--- config.mk ---
export PLATFORM = sky130hd
export DESIGN_NAME = yuyv_to_i420_converter_core
export DESIGN_NICKNAME = d
export VERILOG_FILES = /design/src/rtl/core/y2i_pkg.sv /design/src/rtl/core/y2i_front.sv /design/src/rtl/core/y2i_queue.sv /design/src/rtl/core/y2i_back.sv /design/src/rtl/core/yuyv_to_i420_converter_core.sv
export VERILOG_INCLUDE_DIRS = /design/src /design/src/rtl/core
export SDC_FILE = /design/constraint.sdc
export NUM_CORES = 1
export LEC_CHECK = 0
export BUFFER_PORTS_ARGS = -buffer_cell sky130_fd_sc_hd__buf_2
export CORE_MARGIN = 2
export CORE_UTILIZATION = 40
export CTS_CLUSTER_SIZE = 8
export DETAILED_ROUTE_END_ITERATION = 10
export GPL_TIMING_DRIVEN = 0
export PLACE_DENSITY = 0.63
export SETUP_SLACK_MARGIN = 0.5
export SYNTH_ARGS = -nofsm -noshare
export SYNTH_HDL_FRONTEND = slang
export SYNTH_HIERARCHICAL = 1
export SYNTH_SLANG_ARGS = --single-unit
--- constraint.sdc ---
create_clock -name clk_i -period 14.48 [get_ports clk_i]
set_input_delay 0.724 -clock clk_i [delete_from_list [all_inputs] [get_ports clk_i]]
set_output_delay 0.724 -clock clk_i [all_outputs]
set_load 0.02 [all_outputs]
--- src/rtl/core/yuyv_to_i420_converter_core_macros.svh ---
// ----------------------------------------------------------------------------
// YUYV to I420 converter assertion macros
// Shared concurrent assertion forms, clocked on clk_i and disabled in reset.
// ----------------------------------------------------------------------------
`ifndef YUYV_TO_I420_CONVERTER_CORE_MACROS_SVH
`define YUYV_TO_I420_CONVERTER_CORE_MACROS_SVH

// The expression holds at every clock edge.
`define Y2I_ASSERT_ALWAYS(lbl, expr, msg) \
  lbl: assert property (@(posedge clk_i) disable iff (!rst_ni) (expr)) else $error(msg);

// The consequent holds in the same cycle as the antecedent.
`define Y2I_ASSERT_IMPL(lbl, ante, cons, msg) \
  lbl: assert property (@(posedge clk_i) disable iff (!rst_ni) (ante) |-> (cons)) \
    else $error(msg);

// The consequent holds in the cycle after the antecedent.
`define Y2I_ASSERT_NEXT(lbl, ante, cons, msg) \
  lbl: assert property (@(posedge clk_i) disable iff (!rst_ni) (ante) |=> (cons)) \
    else $error(msg);

`endif

--- src/rtl/core/y2i_pkg.sv ---
// ----------------------------------------------------------------------------
// YUYV to I420 converter package
// Widths, codes, shared types and the frame size clamp function.
// ----------------------------------------------------------------------------
package y2i_pkg;

  localparam int SIZE_W    = 13;
  localparam int COUNT_W   = 12;
  localparam int LUMA_W    = 24;
  localparam int CHROMA_W  = 22;
  localparam int ADDR_W    = 25;
  localparam int BYTE_W    = 8;
  localparam int PLANE_W   = 2;
  localparam int STEP_W    = 2;
  localparam int INDEX_W   = 1;

  localparam int QUEUE_DEPTH = 2;
  localparam int QPTR_W      = $clog2(QUEUE_DEPTH);
  localparam int QCNT_W      = $clog2(QUEUE_DEPTH + 1);

  localparam logic [SIZE_W-1:0] MAX_WIDTH      = 13'd4096;
  localparam logic [SIZE_W-1:0] MAX_HEIGHT     = 13'd4096;
  localparam logic [SIZE_W-1:0] MIN_SIZE       = 13'd2;
  localparam logic [SIZE_W-1:0] RESET_WIDTH    = 13'd640;
  localparam logic [SIZE_W-1:0] RESET_HEIGHT   = 13'd480;

  localparam logic [INDEX_W-1:0] REG_FRAME_WIDTH  = 1'b0;
  localparam logic [INDEX_W-1:0] REG_FRAME_HEIGHT = 1'b1;

  localparam logic [PLANE_W-1:0] PLANE_Y = 2'd0;
  localparam logic [PLANE_W-1:0] PLANE_U = 2'd1;
  localparam logic [PLANE_W-1:0] PLANE_V = 2'd2;

  localparam logic [STEP_W-1:0] STEP_Y0 = 2'd0;
  localparam logic [STEP_W-1:0] STEP_Y1 = 2'd1;
  localparam logic [STEP_W-1:0] STEP_U  = 2'd2;
  localparam logic [STEP_W-1:0] STEP_V  = 2'd3;

  typedef struct packed {
    logic [BYTE_W-1:0]   luma_first;
    logic [BYTE_W-1:0]   chroma_blue;
    logic [BYTE_W-1:0]   luma_second;
    logic [BYTE_W-1:0]   chroma_red;
    logic [LUMA_W-1:0]   luma_addr;
    logic [CHROMA_W-1:0] chroma_addr;
    logic                even_row;
    logic                frame_end;
  } y2i_entry_t;

  typedef struct packed {
    logic [ADDR_W-1:0] u_base;
    logic [ADDR_W-1:0] v_base;
  } y2i_bases_t;

  function automatic logic [SIZE_W-1:0] y2i_eff_size(input logic [SIZE_W-1:0] raw,
                                                     input logic [SIZE_W-1:0] limit);
    logic [SIZE_W-1:0] v;
    v = {raw[SIZE_W-1:1], 1'b0};
    if (v == '0) begin
      v = MIN_SIZE;
    end
    if (v > limit) begin
      v = {limit[SIZE_W-1:1], 1'b0};
    end
    if (v == '0) begin
      v = MIN_SIZE;
    end
    return v;
  endfunction

endpackage

--- src/rtl/core/y2i_front.sv ---
// ----------------------------------------------------------------------------
// YUYV to I420 front end
// Holds the frame size, tracks the raster position and classifies each
// macropixel into a queue entry with its plane offsets and row flags.
// ----------------------------------------------------------------------------
`include "yuyv_to_i420_converter_core_macros.svh"

module y2i_front import y2i_pkg::*; (
  input  logic                clk_i,
  input  logic                rst_ni,
  input  logic                cfg_we_i,
  input  logic [INDEX_W-1:0]  cfg_index_i,
  input  logic [SIZE_W-1:0]   cfg_wdata_i,
  input  logic                in_valid_i,
  output logic                in_stall_o,
  input  logic [BYTE_W-1:0]   luma_first_i,
  input  logic [BYTE_W-1:0]   chroma_blue_i,
  input  logic [BYTE_W-1:0]   luma_second_i,
  input  logic [BYTE_W-1:0]   chroma_red_i,
  input  logic                q_full_i,
  output logic                q_push_o,
  output y2i_entry_t          q_entry_o,
  output y2i_bases_t          bases_o
);

  logic [SIZE_W-1:0]   width_q, width_d;
  logic [SIZE_W-1:0]   height_q, height_d;
  logic [ADDR_W-1:0]   luma_size_q;
  logic [ADDR_W-1:0]   v_base_q;
  logic [COUNT_W-1:0]  col_q, col_d;
  logic [COUNT_W-1:0]  row_q, row_d;
  logic [LUMA_W-1:0]   luma_q, luma_d;
  logic [CHROMA_W-1:0] chroma_q, chroma_d;
  logic [2*SIZE_W-1:0] product;
  logic                accept;
  logic                even_row;
  logic                row_end;
  logic                frame_end;

  always_comb begin
    width_d  = width_q;
    height_d = height_q;
    if (cfg_we_i) begin
      unique case (cfg_index_i)
        REG_FRAME_WIDTH:  width_d  = y2i_eff_size(cfg_wdata_i, MAX_WIDTH);
        REG_FRAME_HEIGHT: height_d = y2i_eff_size(cfg_wdata_i, MAX_HEIGHT);
        default: ;
      endcase
    end
  end

  assign product = width_q * height_q;

  always_ff @(posedge clk_i or negedge rst_ni) begin
    if (!rst_ni) begin
      width_q     <= RESET_WIDTH;
      height_q    <= RESET_HEIGHT;
      luma_size_q <= ADDR_W'(RESET_WIDTH * RESET_HEIGHT);
      v_base_q    <= ADDR_W'((RESET_WIDTH * RESET_HEIGHT * 5) / 4);
    end else begin
      width_q     <= width_d;
      height_q    <= height_d;
      luma_size_q <= product[ADDR_W-1:0];
      v_base_q    <= luma_size_q + {2'b00, luma_size_q[ADDR_W-1:2]};
    end
  end

  assign accept     = in_valid_i && !q_full_i;
  assign in_stall_o = q_full_i;
  assign q_push_o   = accept;

  assign even_row  = !row_q[0];
  assign row_end   = ({1'b0, col_q} + SIZE_W'(2)) >= width_q;
  assign frame_end = row_end && (({1'b0, row_q} + SIZE_W'(1)) >= height_q);

  always_comb begin
    q_entry_o.luma_first  = luma_first_i;
    q_entry_o.chroma_blue = chroma_blue_i;
    q_entry_o.luma_second = luma_second_i;
    q_entry_o.chroma_red  = chroma_red_i;
    q_entry_o.luma_addr   = luma_q;
    q_entry_o.chroma_addr = chroma_q;
    q_entry_o.even_row    = even_row;
    q_entry_o.frame_end   = frame_end;
  end

  assign bases_o.u_base = luma_size_q;
  assign bases_o.v_base = v_base_q;

  always_comb begin
    col_d    = col_q;
    row_d    = row_q;
    luma_d   = luma_q;
    chroma_d = chroma_q;
    if (accept) begin
      if (frame_end) begin
        col_d    = '0;
        row_d    = '0;
        luma_d   = '0;
        chroma_d = '0;
      end else begin
        luma_d = luma_q + LUMA_W'(2);
        if (even_row) begin
          chroma_d = chroma_q + CHROMA_W'(1);
        end
        if (row_end) begin
          col_d = '0;
          row_d = row_q + COUNT_W'(1);
        end else begin
          col_d = col_q + COUNT_W'(2);
        end
      end
    end
  end

  always_ff @(posedge clk_i or negedge rst_ni) begin
    if (!rst_ni) begin
      col_q    <= '0;
      row_q    <= '0;
      luma_q   <= '0;
      chroma_q <= '0;
    end else begin
      col_q    <= col_d;
      row_q    <= row_d;
      luma_q   <= luma_d;
      chroma_q <= chroma_d;
    end
  end

  `Y2I_ASSERT_NEXT(a_frame_wrap, accept && frame_end, col_q == '0 && row_q == '0 && luma_q == '0 && chroma_q == '0, "Position did not wrap at the end of the frame.")

endmodule

--- src/rtl/core/y2i_queue.sv ---
// ----------------------------------------------------------------------------
// YUYV to I420 entry queue
// Short first-in first-out queue of classified macropixels between the
// front end and the write sequencer.
// ----------------------------------------------------------------------------
`include "yuyv_to_i420_converter_core_macros.svh"

module y2i_queue import y2i_pkg::*; (
  input  logic        clk_i,
  input  logic        rst_ni,
  input  logic        push_i,
  input  y2i_entry_t  push_entry_i,
  output logic        full_o,
  input  logic        pop_i,
  output logic        valid_o,
  output y2i_entry_t  head_o
);

  y2i_entry_t          mem_q [QUEUE_DEPTH];
  logic [QPTR_W-1:0]   wr_ptr_q, wr_ptr_d;
  logic [QPTR_W-1:0]   rd_ptr_q, rd_ptr_d;
  logic [QCNT_W-1:0]   count_q, count_d;
  logic                do_push;
  logic                do_pop;

  assign full_o  = (count_q == QCNT_W'(QUEUE_DEPTH));
  assign valid_o = (count_q != '0);
  assign head_o  = mem_q[rd_ptr_q];
  assign do_push = push_i && !full_o;
  assign do_pop  = pop_i && valid_o;

  always_comb begin
    wr_ptr_d = wr_ptr_q;
    rd_ptr_d = rd_ptr_q;
    count_d  = count_q;
    if (do_push) begin
      wr_ptr_d = (wr_ptr_q == QPTR_W'(QUEUE_DEPTH - 1)) ? '0 : wr_ptr_q + QPTR_W'(1);
    end
    if (do_pop) begin
      rd_ptr_d = (rd_ptr_q == QPTR_W'(QUEUE_DEPTH - 1)) ? '0 : rd_ptr_q + QPTR_W'(1);
    end
    if (do_push && !do_pop) begin
      count_d = count_q + QCNT_W'(1);
    end else if (do_pop && !do_push) begin
      count_d = count_q - QCNT_W'(1);
    end
  end

  always_ff @(posedge clk_i or negedge rst_ni) begin
    if (!rst_ni) begin
      wr_ptr_q <= '0;
      rd_ptr_q <= '0;
      count_q  <= '0;
    end else begin
      wr_ptr_q <= wr_ptr_d;
      rd_ptr_q <= rd_ptr_d;
      count_q  <= count_d;
    end
  end

  always_ff @(posedge clk_i) begin
    if (do_push) begin
      mem_q[wr_ptr_q] <= push_entry_i;
    end
  end

  `Y2I_ASSERT_ALWAYS(a_count_range, count_q <= QCNT_W'(QUEUE_DEPTH), "Queue occupancy exceeds its depth.")

endmodule

--- src/rtl/core/y2i_back.sv ---
// ----------------------------------------------------------------------------
// YUYV to I420 write sequencer
// Walks the head queue entry one byte write per cycle while not stalled, into a
// registered output stage: two luma writes, then U and V on even rows.
// ----------------------------------------------------------------------------
`include "yuyv_to_i420_converter_core_macros.svh"

module y2i_back import y2i_pkg::*; (
  input  logic                clk_i,
  input  logic                rst_ni,
  input  logic                q_valid_i,
  input  y2i_entry_t          q_head_i,
  output logic                q_pop_o,
  input  y2i_bases_t          bases_i,
  output logic                out_valid_o,
  input  logic                out_stall_i,
  output logic [PLANE_W-1:0]  plane_select_o,
  output logic [ADDR_W-1:0]   write_address_o,
  output logic [BYTE_W-1:0]   write_data_o,
  output logic                last_of_run_o,
  output logic                frame_done_o
);

  logic [STEP_W-1:0]  step_q, step_d;
  logic               out_valid_q, out_valid_d;
  logic [PLANE_W-1:0] plane_q, plane_d;
  logic [ADDR_W-1:0]  addr_q, addr_d;
  logic [BYTE_W-1:0]  data_q, data_d;
  logic               last_q, last_d;
  logic               done_q, done_d;
  logic               out_free;
  logic               load;
  logic               final_step;

  assign out_free = !out_valid_q || !out_stall_i;
  assign load     = q_valid_i && out_free;

  always_comb begin
    plane_d    = PLANE_Y;
    addr_d     = {1'b0, q_head_i.luma_addr};
    data_d     = q_head_i.luma_first;
    last_d     = 1'b0;
    done_d     = 1'b0;
    final_step = 1'b0;
    unique case (step_q)
      STEP_Y0: begin
      end
      STEP_Y1: begin
        addr_d     = {1'b0, q_head_i.luma_addr} + ADDR_W'(1);
        data_d     = q_head_i.luma_second;
        last_d     = !q_head_i.even_row;
        done_d     = !q_head_i.even_row && q_head_i.frame_end;
        final_step = !q_head_i.even_row;
      end
      STEP_U: begin
        plane_d = PLANE_U;
        addr_d  = bases_i.u_base + ADDR_W'(q_head_i.chroma_addr);
        data_d  = q_head_i.chroma_blue;
      end
      STEP_V: begin
        plane_d    = PLANE_V;
        addr_d     = bases_i.v_base + ADDR_W'(q_head_i.chroma_addr);
        data_d     = q_head_i.chroma_red;
        last_d     = 1'b1;
        done_d     = q_head_i.frame_end;
        final_step = 1'b1;
      end
      default: ;
    endcase
  end

  assign q_pop_o = load && final_step;

  always_comb begin
    step_d      = step_q;
    out_valid_d = out_valid_q;
    if (load) begin
      out_valid_d = 1'b1;
      step_d      = final_step ? STEP_Y0 : step_q + STEP_W'(1);
    end else if (out_free) begin
      out_valid_d = 1'b0;
    end
  end

  always_ff @(posedge clk_i or negedge rst_ni) begin
    if (!rst_ni) begin
      step_q      <= STEP_Y0;
      out_valid_q <= 1'b0;
    end else begin
      step_q      <= step_d;
      out_valid_q <= out_valid_d;
    end
  end

  always_ff @(posedge clk_i) begin
    if (load) begin
      plane_q <= plane_d;
      addr_q  <= addr_d;
      data_q  <= data_d;
      last_q  <= last_d;
      done_q  <= done_d;
    end
  end

  assign out_valid_o     = out_valid_q;
  assign plane_select_o  = plane_q;
  assign write_address_o = addr_q;
  assign write_data_o    = data_q;
  assign last_of_run_o   = last_q;
  assign frame_done_o    = done_q;

  `Y2I_ASSERT_IMPL(a_done_is_last, out_valid_q && done_q, last_q, "Frame end flagged on a write that does not end its macropixel.")
  `Y2I_ASSERT_IMPL(a_plane_code, out_valid_q, plane_q == PLANE_Y || plane_q == PLANE_U || plane_q == PLANE_V, "Write carries an undefined plane code.")
  `Y2I_ASSERT_IMPL(a_mid_item_head, step_q != STEP_Y0, q_valid_i, "Sequencer is inside a macropixel with no queue entry.")

endmodule

--- src/rtl/core/yuyv_to_i420_converter_core.sv ---
// ----------------------------------------------------------------------------
// YUYV to I420 converter core
// Converts packed YUYV 4:2:2 macropixels into byte writes of an I420 frame.
// ----------------------------------------------------------------------------
// Each accepted macropixel produces two luma writes, plus one U and one V
// write on even rows, issued one write per cycle while the output is not
// stalled, on the registered output stage of the write sequencer. Input
// transactions are classified and taken without waiting on the output, into a
// two-entry queue, so while the queue has room a new macropixel can be
// accepted in the cycle after the previous one. The frame size is taken from
// the configuration registers with bit 0 cleared, zero treated as two and
// larger values clamped to 4096; write them only while no transaction is in
// flight.

module yuyv_to_i420_converter_core import y2i_pkg::*; (
  input  logic                clk_i,
  input  logic                rst_ni,
  input  logic                cfg_we_i,
  input  logic [INDEX_W-1:0]  cfg_index_i,
  input  logic [SIZE_W-1:0]   cfg_wdata_i,
  input  logic                in_valid_i,
  output logic                in_stall_o,
  input  logic [BYTE_W-1:0]   luma_first_i,
  input  logic [BYTE_W-1:0]   chroma_blue_i,
  input  logic [BYTE_W-1:0]   luma_second_i,
  input  logic [BYTE_W-1:0]   chroma_red_i,
  output logic                out_valid_o,
  input  logic                out_stall_i,
  output logic [PLANE_W-1:0]  plane_select_o,
  output logic [ADDR_W-1:0]   write_address_o,
  output logic [BYTE_W-1:0]   write_data_o,
  output logic                last_of_run_o,
  output logic                frame_done_o
);

  logic        q_full;
  logic        q_push;
  logic        q_pop;
  logic        q_valid;
  y2i_entry_t  q_entry;
  y2i_entry_t  q_head;
  y2i_bases_t  bases;

  y2i_front u_front (
    .clk_i         (clk_i),
    .rst_ni        (rst_ni),
    .cfg_we_i      (cfg_we_i),
    .cfg_index_i   (cfg_index_i),
    .cfg_wdata_i   (cfg_wdata_i),
    .in_valid_i    (in_valid_i),
    .in_stall_o    (in_stall_o),
    .luma_first_i  (luma_first_i),
    .chroma_blue_i (chroma_blue_i),
    .luma_second_i (luma_second_i),
    .chroma_red_i  (chroma_red_i),
    .q_full_i      (q_full),
    .q_push_o      (q_push),
    .q_entry_o     (q_entry),
    .bases_o       (bases)
  );

  y2i_queue u_queue (
    .clk_i        (clk_i),
    .rst_ni       (rst_ni),
    .push_i       (q_push),
    .push_entry_i (q_entry),
    .full_o       (q_full),
    .pop_i        (q_pop),
    .valid_o      (q_valid),
    .head_o       (q_head)
  );

  y2i_back u_back (
    .clk_i           (clk_i),
    .rst_ni          (rst_ni),
    .q_valid_i       (q_valid),
    .q_head_i        (q_head),
    .q_pop_o         (q_pop),
    .bases_i         (bases),
    .out_valid_o     (out_valid_o),
    .out_stall_i     (out_stall_i),
    .plane_select_o  (plane_select_o),
    .write_address_o (write_address_o),
    .write_data_o    (write_data_o),
    .last_of_run_o   (last_of_run_o),
    .frame_done_o    (frame_done_o)
  );

endmodule

=== Yosys cells after proc, flatten, opt, wreduce, memory -nomap -nowiden ===
Memory sizes are Yosys's and may differ from the RTL's.
Cells that the tools add are included.

* Output and inout bits: 39
* Flip-flop bits (word level): 190
* Word-level logic and storage cells: 107
* Memories kept: 1
* Bits in writable memories: 160
* Input bits: 51

{| class="wikitable"
|+ Memories
! memory !! depth !! bits a word !! rd ports !! clocked after Yosys merged registers in !! wr ports !! RTL line !! source
|-
| u_queue.mem_q || 2 || 80 || 1 || 0 || 1 || y2i_queue.sv:19 || <nowiki>y2i_entry_t mem_q [QUEUE_DEPTH];</nowiki>
|}

* Add/sub/neg operators: 15
* $mul: 1
* Reduce and logical (&&, ||, !) cells: 28
* Muxes and demuxes: 34
* Order comparisons: 4
* Eq/ne operators: 5
* Bitwise gates (word level): 1

{| class="wikitable"
|+ Operator list
! operator !! number
|-
| 2-to-1 mux 13 bit || 13
|-
| one-hot mux 25 bit (3 select lines) || 1
|-
| adder 25 x 22 -> 25 bit || 2
|-
| 2-to-1 mux 12 bit || 4
|-
| 2-to-1 mux 22 bit || 2
|-
| greater-or-equal comparator 13 bit || 2
|-
| greater-than comparator 13 bit, second input constant || 2
|-
| zero test 13 bit || 2
|-
| adder 24 x 1 -> 25 bit, second input constant || 1
|-
| adder 25 x 23 -> 25 bit || 1
|-
| multiplier 13 x 13 -> 25 bit || 1
|-
| adder 24 x 2 -> 24 bit, second input constant || 1
|-
| 2-to-1 mux 24 bit || 1
|-
| one-hot mux 8 bit (3 select lines) || 1
|-
| adder 22 x 1 -> 22 bit, second input constant || 1
|-
| adder 12 x 1 -> 13 bit, second input constant || 1
|-
| adder 12 x 2 -> 13 bit, second input constant || 1
|-
| adder 12 x 1 -> 12 bit, second input constant || 1
|-
| adder 12 x 2 -> 12 bit, second input constant || 1
|-
| zero test 12 bit || 1
|-
| logical AND 1 bit || 9
|-
| AND reduction 2 bit || 4
|-
| nonzero test 2 bit || 4
|-
| zero test 1 bit || 7
|-
| 12 further kinds || 24
|}

=== Depth between registers and ports, before layout ===
* Word-level depth: 10
* Depth in mapped cells: 20

=== By module ===
The synthesis kept the hierarchy.

{| class="wikitable"
|+ Modules (own cells, without submodules)
! module !! area each (sq um) !! instances !! seq. area each (sq um) !! cells each
|-
| y2i_front || 12,425.7 || 1 || 3,524.6 || 1,376
|-
| y2i_queue || 6,373.6 || 1 || 4,904.7 || 268
|-
| y2i_back || 3,880.0 || 1 || 1,186.1 || 441
|}

=== Least setup slack after synthesis ===
Ideal clock, no wire load.

* Path kind: flip-flop to flip-flop
* Start: reg u_front.height_q[6]
* End: reg u_front.luma_size_q[22]
* Stages on the path, launching flop included: 19
* Arrival: 5,249 ps
* Clock period less this slack: 5,381 ps
* Setup slack: 9,099 ps
* Cell sequence: dfstp_2 -> clkbuf_1 -> nand2_1 -> fa_1 -> fa_1 -> inv_1 -> fa_1 -> fa_1 -> inv_1 -> fa_1 -> inv_1 -> ha_1 -> and2_1 -> a22o_1 -> a311oi_1 -> a211oi_1 -> o31a_1 -> o21ai_0 -> a22oi_1

* Word-level cells in the longest chain between the ends: 1

{| class="wikitable"
|+ RTL lines
! what !! RTL line !! source
|-
| from (decl) || y2i_front.sv:27 || <nowiki>logic [SIZE_W-1:0] height_q, height_d;</nowiki>
|-
| from (signal assigned) || y2i_front.sv:62 || <nowiki>height_q <= height_d;</nowiki>
|-
| multiplier 13 x 13 -> 25 bit || y2i_front.sv:52 || <nowiki>assign product = width_q * height_q;</nowiki>
|-
| named net u_front.product[22] || y2i_front.sv:34 || <nowiki>logic [2*SIZE_W-1:0] product;</nowiki>
|-
| to (signal assigned) || y2i_front.sv:58 || <nowiki>luma_size_q <= ADDR_W'(RESET_WIDTH * RESET_HEIGHT);</nowiki>
|-
| to (signal assigned) || y2i_front.sv:63 || <nowiki>luma_size_q <= product[ADDR_W-1:0];</nowiki>
|-
| to (decl) || y2i_front.sv:28 || <nowiki>logic [ADDR_W-1:0] luma_size_q;</nowiki>
|}

The timed path passes the listed nets, and every way through them passes these cells.
A chain may end at the register's enable or synchronous reset.

=== Worst setup path in the final report ===
* Start: reg u_front.width_q[5]
* End: reg u_front.luma_size_q[24]

* Word-level cells in the longest chain between the ends: 1

{| class="wikitable"
|+ RTL lines
! what !! RTL line !! source
|-
| from (decl) || y2i_front.sv:26 || <nowiki>logic [SIZE_W-1:0] width_q, width_d;</nowiki>
|-
| from (signal assigned) || y2i_front.sv:61 || <nowiki>width_q <= width_d;</nowiki>
|-
| multiplier 13 x 13 -> 25 bit || y2i_front.sv:52 ||
|-
| named net u_front.product[24] || y2i_front.sv:34 ||
|}

The timed path passes the listed nets, and every way through them passes these cells.

==> results.md <==
* # rows at a little under 90
* I/O pin count at 90
* Post-route ant nets at 0
* Kind of cell adding the most delay to the critical path: adder cells
* Synth Warn # at 6
* Setup TNS at 0 ns
* Critical path origin: u_front/width_q[5]
* Syn_area_per_cell at about 11 um2
* Synth top cells by count: 215 x inv_1, 215 x nand2_1, 197 x edfxtp_1
* Setup CP Type: reg2reg
* Synth Area in Compound Gates at 9.92%
* FF-to-FF Start: u_front/width_q[5]
* Die Y at around 240 um
* Status: finished, final reports clean
* Crit-path max FO at 10
* Fin util at 45.4%
* Sequential share of the synthesized area at between 40 and 50%
* Post-synthesis mux area share at 7.16%
* CORE AREA at approximately 0.056 mm2
* Routability Congestion at between 0.9 and 1
* Ranking of synthesized cells by area: edfxtp_1 26%, dfrtp_1 14%, fa_1 9.0%
* Synth Flop Type: edfxtp_1
* Hold buffer count at cts at 0
* DRC at 0
* Slowest CP cell: fa_1
* Layout cells sized above 1 at between 10 and 15%
* Most numerous cell on the critical path: fa_1
* Stages on worst setup path at 18
* H-tree depth reported by CTS at 2
* Nets at about 2.5k
* R2R depth at 18
* DRT Pass-1 Iters at 5
* CP peak stage delay at 0.55 ns
* Worst R2R Setup Slack at 8.25 ns
* Worst-path clk slew at 0.05 ns
* Final Setup Violations at 0
* Post-synthesis simple-gate area fraction at roughly 13%
* RR Endpoint: u_front/luma_size_q[24]
* Worst endpoint required time at between 10 and 15 ns
* Area Overhead vs Synth at 12.4%
* Via-to-Cell Ratio at roughly 5.3
* DR WL/cell at 18.0 um
* Leakage dissipation at ~11 nW
* Max Freq at 160 MHz
* Detail Placement HPWL at roughly 40000 um
* Post-Syn Area at roughly 0.023 mm2
* Root buf cell: clkbuf_16
* Via count at roughly 16k
* Cts repair resizes at 0
* Largest family of logic cells by synthesized area: adder cells
* Min Clock Period, post-route at 6.23 ns
* Starting Density at between 40% and 50%
* TritonCTS buffer count at 49
* Cell area after layout at around 0.025 mm2
* Vias in the first global route at between 15k and 20k
* Xor and xnor fraction of the mapped netlist area at between 4 and 5%
* Clk Latency, worst-skew pair at approximately 0.58 ns
* Register bit total from synthesis at between 300 and 400
* Clock buffer depth at 3
* Area share of fa/ha/maj cells after synthesis at 17.0%
* Initial DRC Count at 1033
* HP Class: in2async
* Fin. max-slew vios at 0
* Critical path cell sequence: clkbuf_1 -> inv_1 -> nor2_1 -> fa_1 -> fa_1 -> fa_1 -> fa_1 -> inv_1 -> fa_1 -> inv_1 -> ha_1 -> and2_1 -> a22o_1 -> a311oi_1 -> a21o_1 -> o2111ai_1 -> a21oi_1 -> xnor2_1
* Synth Instances at ~2.1k
* Total gr overflow at 0
* Die width at 242 um
* Rel. slew slack at between 30% and 40%
* Peak supply drop at about 0.00013 V
* Max Cap Violations at 0
* Post-synth EDFFs at just under 200
* PortBufs at 56
* RSZ-0062 raised after global routing: false
* CTS tree: yes
* Worst slew pin tran at between 1 and 1.5 ns
* Async S/R FF share, synth at about 43%
* Startpoint types: flop
* Placed cell areas at around 0.024 mm2
* Clk sinks at 344
* Routed WL at between 50000 and 60000 um
* Worst EP arrival at 6.66 ns
* Yosys top cell by area: edfxtp_1
* Initial antenna violation count at 0
* Fin. Hold Viols at 0
* Ant diodes at 0
* Post-CTS Setup Bufs at 0
* Clk_skew at 0.0188 ns
* Period Utilization, post-route at 43.0%
* Library cells used by synthesis at a little over 90
* Synth top area share at between 20% and 30%
* Worst setup EP type: flop
* Crit path to: u_front/luma_size_q[24]
* Power per cell area at approximately 200 mW/mm2
* Buffers & Inverters on Critical Path at 4
* Die ar. at approximately 0.06 mm2
* Gr usage total at 18.4%
* Largest net degree at the start of global routing at 101
* Global-route wire length before repair at between 80000 and 90000 um
## placed cells by master, fill, tap and decap left out, drive strengths merged, types with 10 or more instances in the layout
master | synthesis | layout
or3 | 13 | 13
ha | 145 | 145
edfxtp | 197 | 197
buf | 60 | 121
o21ai | 104 | 104
nand4 | 12 | 12
and3 | 25 | 25
inv | 217 | 219
xnor2 | 60 | 60
nand2 | 217 | 217
and2 | 17 | 17
mux2i | 11 | 11
dfstp | 17 | 17
nor2 | 143 | 143
mux2 | 108 | 108
nand3 | 65 | 65
a21oi | 61 | 61
fa | 102 | 102
xor2 | 44 | 44
a21o | 24 | 24
a31oi | 15 | 15
a22o | 10 | 10
nand2b | 35 | 35
a211oi | 11 | 11
nor3 | 33 | 33
nor2b | 13 | 13
clkbuf | 54 | 138
dfrtp | 130 | 130
## through the flow
stage / cells / setup WS, ns / hold slack [ns] / total power [mW]
finish: 2992 / 8.25 / 0.103 / 4.98
floorplan: 2087 / 9.10 / 0.376 / 3.24
global placement: 2899 / 6.12 / 0.465 / 3.84
detailed placement: 2904 / 8.32 / 0.468 / 3.91
global route: 2992 / 8.02 / 0.138 / 5.30
CTS: 2992 / 8.28 / 0.107 / 5.00
## registers in the layout, summed over array words and instances, names as in the netlist
register	cells
u_back/frame_done_o	1
u_back/last_of_run_o	1
u_back/out_valid_o	1
u_back/plane_select_o	2
u_back/step_q	2
u_back/write_address_o	25
u_back/write_data_o	8
u_front/chroma_q	22
u_front/col_q	11
u_front/height_q	12
u_front/luma_q	23
u_front/luma_size_q	23
u_front/row_q	12
u_front/v_base_q	25
u_front/width_q	12
u_queue/count_q	2
u_queue/mem_q	160
u_queue/rd_ptr_q	1
u_queue/wr_ptr_q	1
## worst min path at each step
| stage | end |
|---|---|
| after floorplan | u_front/v_base_q[0] |
| after global placement | u_front/v_base_q[0] |
| after detailed placement | u_front/v_base_q[0] |
| after CTS | u_queue/wr_ptr_q |
| after global routing | u_back/step_q[0] |
| final | u_queue/wr_ptr_q |
## metal layers
metal,up-vias,share of wire [%],track usage [%]
met4,0,3.4,7.28
met5,-,0,0
met1,7771,44,23.7
li1,7493,-,-
met2,456,48,31.3
met3,104,5.1,2.46
## power breakdown
part           switching, mW  internal, mW  total [mW]
logic                   1.42         0.946        2.36
clock network          0.421         0.638        1.06
registers              0.149          1.41        1.56
## logic make-up (layout without fill, tap and decap cells)
group / Yosys count / count (layout)
XOR/XNOR: 104 / 104
AND/OR/NAND/NOR: 603 / 603
flip-flops: 344 / 344
other: 1 / 3
buffers and inverters: 333 / 482
adder cells (fa/ha/maj): 247 / 247
multiplexers: 119 / 119
AO/OA/AOI/OAI: 334 / 334
## worst register-to-register path, stage by stage, from the launching register on
cell,delay [ns]
dfrtp_1,0.31
clkbuf_1,0.50
inv_1,0.27
nor2_1,0.19
fa_1,0.50
fa_1,0.54
fa_1,0.52
fa_1,0.55
inv_1,0.05
fa_1,0.52
inv_1,0.04
ha_1,0.34
and2_1,0.21
a22o_1,0.18
a311oi_1,0.48
a21o_1,0.24
o2111ai_1,0.19
a21oi_1,0.21
xnor2_1,0.23
## layout make-up
cell class	instances	area (um2)
Fill cell	5175	30700
Multi-Input combinational cell	1410	11500
Sequential cell	344	9620
Clock buffer	84	1370
Tap cell	756	946
Inverter	218	818
Buffer	115	747
Timing Repair Buffer	61	409
Clock inverter	4	63.8
Note: power is estimated with default switching activity, not from simulation.
